**src/bcm_pkg.sv**
```systemverilog
// shared constants and request, result, command and status types for the block color mode unit
`default_nettype none

package bcm_pkg;

   localparam int TABLE_ENTRIES = 32;
   localparam int COUNT_BITS    = 16;

   localparam int IDX_BITS  = (TABLE_ENTRIES > 1) ? $clog2(TABLE_ENTRIES) : 1;
   localparam int FILL_BITS = $clog2(TABLE_ENTRIES + 1);

   typedef struct packed {
      logic [7:0] pixel_red;
      logic [7:0] pixel_green;
      logic [7:0] pixel_blue;
      logic       last_pixel;
   } req_type;

   typedef struct packed {
      logic [7:0]  mode_red;
      logic [7:0]  mode_green;
      logic [7:0]  mode_blue;
      logic [15:0] mode_count;
      logic [5:0]  distinct_used;
   } rsp_type;

   typedef struct packed {
      logic load;
      logic rd_en;
      logic inc;
      logic append;
      logic sel_init;
      logic sel_upd;
      logic emit;
   } cmd_type;

   typedef struct packed {
      logic match;
      logic gt;
      logic scan_end;
      logic full;
      logic last;
   } status_type;

endpackage

`default_nettype wire

```
**src/block_color_mode_unit.sv**
```systemverilog
// top level of the block color mode unit
//
// Pixels of one image block come in on req_data, one request per start
// pulse, taken at a clock edge where start is high and busy is low. The
// last request of a block carries last_pixel. Each pixel is looked up in
// a table of up to TABLE_ENTRIES distinct colors, one entry per cycle
// through the table memory read port; a hit ends the search early, and
// the next pixel is taken only once the search for the last one is
// through.
// After the last pixel the count memory is scanned once more to pick the
// most frequent color, first seen winning ties; the result appears on
// rsp_data with rsp_strobe high for exactly one cycle, the first cycle in
// which busy is low. The receiver cannot stall; the result must be taken
// in that cycle. The table is then empty for the next block.
// Synchronous reset empties the table and returns the sequencer to idle.
`default_nettype none

module block_color_mode_unit
   import bcm_pkg::*;
(
   input  wire logic    clock,
   input  wire logic    reset,
   input  wire logic    start,
   output logic         busy,
   input  wire req_type req_data,
   output logic         rsp_strobe,
   output rsp_type      rsp_data
);

   cmd_type    cmd;
   status_type status;

   bcm_controller u_controller (
      .clock  (clock),
      .reset  (reset),
      .start  (start),
      .busy   (busy),
      .status (status),
      .cmd    (cmd)
   );

   bcm_datapath u_datapath (
      .clock      (clock),
      .reset      (reset),
      .req_data   (req_data),
      .cmd        (cmd),
      .status     (status),
      .rsp_strobe (rsp_strobe),
      .rsp_data   (rsp_data)
   );

endmodule

`default_nettype wire

```
**src/bcm_datapath.sv**
```systemverilog
// color table, count memory, scan counter and mode selection registers
`default_nettype none

module bcm_datapath
   import bcm_pkg::*;
(
   input  wire logic       clock,
   input  wire logic       reset,
   input  wire req_type    req_data,
   input  wire cmd_type    cmd,
   output status_type      status,
   output logic            rsp_strobe,
   output rsp_type         rsp_data
);

   localparam logic [COUNT_BITS-1:0] COUNT_MAX = {COUNT_BITS{1'b1}};

   logic [23:0]           table_mem [TABLE_ENTRIES];
   logic [COUNT_BITS-1:0] count_mem [TABLE_ENTRIES];

   logic [23:0]           color_ff;
   logic                  last_ff;
   logic [FILL_BITS-1:0]  idx_ff, idx_in;
   logic [FILL_BITS-1:0]  cmp_idx_ff;
   logic [FILL_BITS-1:0]  fill_ff, fill_in;
   logic [23:0]           rd_color_ff;
   logic [COUNT_BITS-1:0] rd_count_ff;
   logic [23:0]           best_color_ff;
   logic [COUNT_BITS-1:0] best_count_ff;
   logic                  rsp_strobe_ff;
   rsp_type               rsp_ff;

   logic [COUNT_BITS-1:0] count_sat;
   logic [31:0]           count_wide;
   logic [31:0]           fill_wide;

   assign count_sat  = (rd_count_ff == COUNT_MAX) ? rd_count_ff : rd_count_ff + 1'b1;
   assign count_wide = 32'(best_count_ff);
   assign fill_wide  = 32'(fill_ff);

   always_comb begin
      idx_in = idx_ff;
      if (cmd.load || cmd.sel_init) begin
         idx_in = '0;
      end else if (cmd.rd_en) begin
         idx_in = idx_ff + 1'b1;
      end
      fill_in = fill_ff;
      if (cmd.emit) begin
         fill_in = '0;
      end else if (cmd.append) begin
         fill_in = fill_ff + 1'b1;
      end
   end

   always_ff @(posedge clock) begin
      if (reset) begin
         fill_ff       <= '0;
         rsp_strobe_ff <= 1'b0;
      end else begin
         fill_ff       <= fill_in;
         rsp_strobe_ff <= cmd.emit;
      end
   end

   always_ff @(posedge clock) begin
      idx_ff <= idx_in;
      if (cmd.load) begin
         color_ff <= {req_data.pixel_red, req_data.pixel_green, req_data.pixel_blue};
         last_ff  <= req_data.last_pixel;
      end
      if (cmd.rd_en) begin
         cmp_idx_ff <= idx_ff;
      end
      if (cmd.sel_init) begin
         best_count_ff <= '0;
      end else if (cmd.sel_upd) begin
         best_count_ff <= rd_count_ff;
         best_color_ff <= rd_color_ff;
      end
      if (cmd.emit) begin
         rsp_ff.mode_red      <= best_color_ff[23:16];
         rsp_ff.mode_green    <= best_color_ff[15:8];
         rsp_ff.mode_blue     <= best_color_ff[7:0];
         rsp_ff.mode_count    <= count_wide[15:0];
         rsp_ff.distinct_used <= fill_wide[5:0];
      end
   end

   // color table: written on append, read during scan
   always_ff @(posedge clock) begin
      if (cmd.append) begin
         table_mem[fill_ff[IDX_BITS-1:0]] <= color_ff;
      end
      if (cmd.rd_en) begin
         rd_color_ff <= table_mem[idx_ff[IDX_BITS-1:0]];
      end
   end

   // counts: entries below the fill count are always written, so no clearing
   always_ff @(posedge clock) begin
      if (cmd.append) begin
         count_mem[fill_ff[IDX_BITS-1:0]] <= COUNT_BITS'(1);
      end else if (cmd.inc) begin
         count_mem[cmp_idx_ff[IDX_BITS-1:0]] <= count_sat;
      end
      if (cmd.rd_en) begin
         rd_count_ff <= count_mem[idx_ff[IDX_BITS-1:0]];
      end
   end

   assign status.match    = (rd_color_ff == color_ff);
   assign status.gt       = (rd_count_ff > best_count_ff);
   assign status.scan_end = (idx_ff == fill_ff);
   assign status.full     = (fill_ff == FILL_BITS'(TABLE_ENTRIES));
   assign status.last     = last_ff;

   assign rsp_strobe = rsp_strobe_ff;
   assign rsp_data   = rsp_ff;

   a_fill_bound: assert property (@(posedge clock) disable iff (reset)
      fill_ff <= FILL_BITS'(TABLE_ENTRIES))
      else $error("fill count beyond table size");

   a_strobe_single: assert property (@(posedge clock) disable iff (reset)
      rsp_strobe |=> !rsp_strobe)
      else $error("result strobe held two cycles");

   a_cleared_after_emit: assert property (@(posedge clock) disable iff (reset)
      rsp_strobe |-> (fill_ff == '0))
      else $error("table not cleared after result");

   a_no_append_when_full: assert property (@(posedge clock) disable iff (reset)
      cmd.append |-> !status.full)
      else $error("append into full table");

endmodule

`default_nettype wire

```
**src/bcm_controller.sv**
```systemverilog
// sequencer for table scan, update and mode selection
`default_nettype none

module bcm_controller
   import bcm_pkg::*;
(
   input  wire logic       clock,
   input  wire logic       reset,
   input  wire logic       start,
   output logic            busy,
   input  wire status_type status,
   output cmd_type         cmd
);

   localparam logic [1:0] S_IDLE = 2'd0;
   localparam logic [1:0] S_SCAN = 2'd1;
   localparam logic [1:0] S_SEL  = 2'd2;

   logic [1:0] state_ff, state_in;
   logic       pend_ff;
   logic       hit;

   // a compare is pending in the cycle after each memory read
   assign hit = pend_ff && status.match;

   always_comb begin
      state_in = state_ff;
      cmd      = '0;
      unique case (state_ff)
         S_IDLE: begin
            if (start) begin
               cmd.load = 1'b1;
               state_in = S_SCAN;
            end
         end
         S_SCAN: begin
            cmd.rd_en = !status.scan_end && !hit;
            if (hit || status.scan_end) begin
               cmd.inc    = hit;
               cmd.append = !hit && !status.full;
               if (status.last) begin
                  cmd.sel_init = 1'b1;
                  state_in     = S_SEL;
               end else begin
                  state_in = S_IDLE;
               end
            end
         end
         S_SEL: begin
            cmd.rd_en   = !status.scan_end;
            cmd.sel_upd = pend_ff && status.gt;
            if (status.scan_end && !pend_ff) begin
               cmd.emit = 1'b1;
               state_in = S_IDLE;
            end
         end
         default: begin
            state_in = S_IDLE;
         end
      endcase
   end

   always_ff @(posedge clock) begin
      if (reset) begin
         state_ff <= S_IDLE;
         pend_ff  <= 1'b0;
      end else begin
         state_ff <= state_in;
         pend_ff  <= cmd.rd_en;
      end
   end

   assign busy = (state_ff != S_IDLE);

   a_inc_xor_append: assert property (@(posedge clock) disable iff (reset)
      !(cmd.inc && cmd.append))
      else $error("hit and append in one cycle");

   a_pend_not_idle: assert property (@(posedge clock) disable iff (reset)
      pend_ff |-> (state_ff == S_SCAN || state_ff == S_SEL))
      else $error("compare pending while idle");

endmodule

`default_nettype wire

```
**config.mk**
```make
export PLATFORM = sky130hd
export DESIGN_NAME = block_color_mode_unit
export DESIGN_NICKNAME = d
export VERILOG_FILES = /design/src/bcm_pkg.sv /design/src/block_color_mode_unit.sv /design/src/bcm_datapath.sv /design/src/bcm_controller.sv
export SDC_FILE = /design/constraint.sdc
export NUM_CORES = 2
export LEC_CHECK = 0
export BUFFER_PORTS_ARGS = -buffer_cell sky130_fd_sc_hd__buf_4
export CAP_MARGIN = 10
export CORE_ASPECT_RATIO = 1.5
export CORE_MARGIN = 3
export CORE_UTILIZATION = 40
export DETAILED_ROUTE_END_ITERATION = 7
export PLACE_DENSITY = 0.67
export SLEW_MARGIN = 25
export SYNTH_ARGS = -nofsm -noshare
export SYNTH_HDL_FRONTEND = slang
export SYNTH_SLANG_ARGS = --single-unit
```
**constraint.sdc**
```tcl
create_clock -name clock -period 3.8 [get_ports clock]
set_input_delay 0.38 -clock clock [delete_from_list [all_inputs] [get_ports clock]]
set_output_delay 0.38 -clock clock [all_outputs]
set_load 0.01 [all_outputs]
```
==> results_dict.tcl <==
set metrics [dict create \
    run_status "completed" \
    hpwl_mm 84.20 \
    h-tree-depth 4 \
    pwr-share-clk_pct 40.8 \
    hold_start "req_data[10]" \
    hold_ws_ps 321.0 \
    powerDensity_nw_per_um2 507.1 \
    wire_per_inst_um 28.71 \
    synth-edff-count 1420 \
    maxSlewHeadroom_pct 27.64 \
    die_w_um 311.6 \
    wirelength_mm 134.7 \
    cts_buffer_depth 3 \
    root_buffer "clkbuf_16" \
    swShare_pct 21.48 \
    yosys_warnings 0 \
    coreArea_um2 138500 \
    clk_latency_ps 780 \
    stdcell_count 4690 \
    power_leakage_nw 19.36 \
    synthArstFlopShare_pct 0 \
    path_cells "xnor2_1 > nand4_1 > or4_1 > nor3_4 > buf_4 > mux2_2 > nor2_1 > buf_4" \
    slowest_delay_ps 730 \
    r2r_start "u_datapath.rd_color_ff[20]$_DFFE_PP_" \
    hold_violations 0 \
    syn_inst 2456 \
    grt_pass1_vias 27440 \
    ys_top_cells_by_area "edfxtp_1 76%, mux4_2 16%, dfxtp_1 1.1%, mux2_2 0.86%, nor2_1 0.74%" \
    n_fill_cell 10990 \
    drt_iter0_drc 2810 \
    vias_per_cell 5.617 \
    detail-route-antenna-nets 0 \
    combPwrFrac_pct 5.1 \
    port_buffers 75 \
    crit_arrival_ps 3970 \
    drc 0 \
    fin_crit_ps 3508 \
    ys_ff_latch 1452 \
    seq_area_frac_synth_pct 77.24 \
    yosys.area.top_type "edfxtp_1" \
    grt_overflow_total 0 \
    setup_viol 0 \
    cp.required_ps 4260 \
    tns_ps 0 \
    max_cap_viol_count 0 \
    syn-cell-area_um2 56030 \
    mostFrequentLayoutCells "1,420 x edfxtp_1, 400 x mux4_2, 187 x buf_4" \
    p_seq_share_pct 54.1 \
    synth_top_area_share_pct 76.10 \
    grt_pass1_wl_mm 195.3 \
    startpoint "u_datapath.rd_color_ff[20]$_DFFE_PP_" \
    synth_top_flop_cell "edfxtp_1" \
    firstDrtPassIters 6 \
    initial_core_util_pct 40.45 \
    syn_nets 2509 \
    final_common_cell "edfxtp_1" \
    grt_antenna_before_repair 4 \
    fin_nets 2778 \
    path_class "register to register" \
    areaGrowthSynthToFinish_pct 16.45 \
    drv_slew 0 \
    grt_max_degree 129 \
    multi_input_area_um2 12420 \
    rsz0062_at_grt "no" \
    dieArea_um2 144700 \
    worst_pin_slew_ps 1083 \
    cp-start-kind "register" \
    vias 26350 \
    dp.cells 4405 \
    seqCellArea_um2 43300 \
    switchingPower_mw 7.108 \
    io_pins 76 \
    cts_inserted_buffers 134 \
    syn_area_per_cell_um2 22.82 \
    die_y_um 464.4 \
    routabilityCongestion 0.8703 \
    cts.sinks 1452 \
    final_layout_size_suffix_gt1_share_pct 32.98 \
    finalCritPeriodShare_pct 92.30 \
    crit_top_cell "buf_4" \
    design_power_total_mw 33.09 \
    clk_pin_slew_ps 60 \
    peakVddDrop_uv 449.2 \
    row_count 167 \
    track_usage_pct 18.59 \
    cts_tree "yes" \
    p_int_mw 25.98 \
    ys_types 57 \
    crit_path_end_kind "register" \
    hp-class "input port to register" \
    skew_ps 34.63 \
    max_freq_ghz 0.2851 \
    cp_slowest_cell "or4_1" \
    path_max_fanout 16 \
]
cells in the mapped netlist, types with 4 or more instances:
library cell / n
buf_4: 9
o21a_1: 4
buf_1: 12
buf_2: 33
o211ai_1: 18
dfxtp_1: 32
mux4_2: 400
nand2_1: 24
nor3b_1: 4
nand3b_1: 5
buf_6: 4
o21ai_0: 9
nor3_1: 13
edfxtp_1: 1420
clkbuf_1: 65
or3_1: 9
nor2_1: 110
mux2i_1: 6
nand4_1: 10
a211oi_1: 6
a31oi_1: 6
nand3_1: 14
mux2_2: 43
xnor2_1: 39
a21oi_1: 43
nor2b_1: 5
nor4_1: 19
ha_1: 25
inv_1: 28
worst max-delay path: cells and delay by family, from the launching register on:
family                    cells  cell delay (ps)
and+or+nand+nor               4             1650
buffers and inverters         2              520
DFF                           1              430
muxes                         1              370
xor gates and xnor gates      1              200
per-stage QoR:
stage | setup WS [ps] | cell area, µm² | util (%)
CTS | 4.091 | 64880 | 46.84
detailed placement | 28.53 | 60180 | 43.44
global route | 14.39 | 65250 | 47.10
finish | 292.4 | 65250 | 47.10
global placement | 154.7 | 59660 | 43.07
floorplan | 94.45 | 56040 | -
what timing repair did:
action                                 CTS  global route
pin swaps                                0             1
endpoints found under the hold margin   31             0
resized for setup                        1             3
hold buffers                            28             0
gates cloned                             0             0
buffers inserted                         0             3
setup endpoints to repair               14            71
power groups by stage:
stage,clock network [mW],logic (mW),registers (mW)
2_1_floorplan,0,0.927,18.3
3_3_place_gp,0,1.59,18.2
3_5_place_dp,0,1.65,18.3
4_1_cts,13.7,1.68,17.9
5_1_grt,14.4,1.80,17.9
6_report,13.5,1.67,17.9
path summary, 6_finish.rpt:
| check | slack (ps) | depth (start not counted) | endpoint |
|---|---|---|---|
| max | 290 | 8 | u_datapath.count_mem[12][7]$_DFFE_PP_ |
| min reg2reg | 420 | 0 | u_datapath.rsp_data[43]$_DFFE_PP_ |
| max reg2reg | 290 | 8 | u_datapath.count_mem[12][7]$_DFFE_PP_ |
| min | 320 | 2 | u_datapath.color_ff[9]$_DFFE_PP_ |
state kept, by name, summed over array words and instances (netlist names), 2 cells and up:
signal,count
u_datapath.count_mem,512
u_datapath.table_mem,768
u_datapath.rd_count_ff,16
u_datapath.cmp_idx_ff,5
u_datapath.rd_color_ff,24
u_datapath.color_ff,24
u_datapath.fill_ff,6
u_datapath.idx_ff,6
u_datapath.rsp_data,46
u_datapath.best_count_ff,16
u_datapath.best_color_ff,24
u_controller.state_ff,2
kinds of logic after synthesis:
kind of cell / share of synthesized area [%]
buffers and inverters: 1.199
AO/OA/AOI/OAI: 1.288
flip-flops: 77.24
AND/OR/NAND/NOR: 2.010
adder cells (fa/ha/maj): 0.5582
XOR/XNOR: 0.6565
multiplexers: 17.05
per-layer routing:
layer	track usage (%)	up-vias	share of wire [%]
li1	-	10930	-
met1	22.51	14120	37
met2	32.74	1069	53
met3	3.460	226	6.0
met4	7.730	2	3.9
met5	0	-	0.0052
layout make-up:
cell class              count  area share, %
flip-flops and latches   1452          66.35
repair buffers            256          4.115
diodes                      2       0.007670
inverters                  28         0.1611
well taps                1859          3.565
clock inverters            75          1.423
clock buffers             165          5.348
multi-input cells         853          19.03
Note: power is estimated with default switching activity, not from simulation.
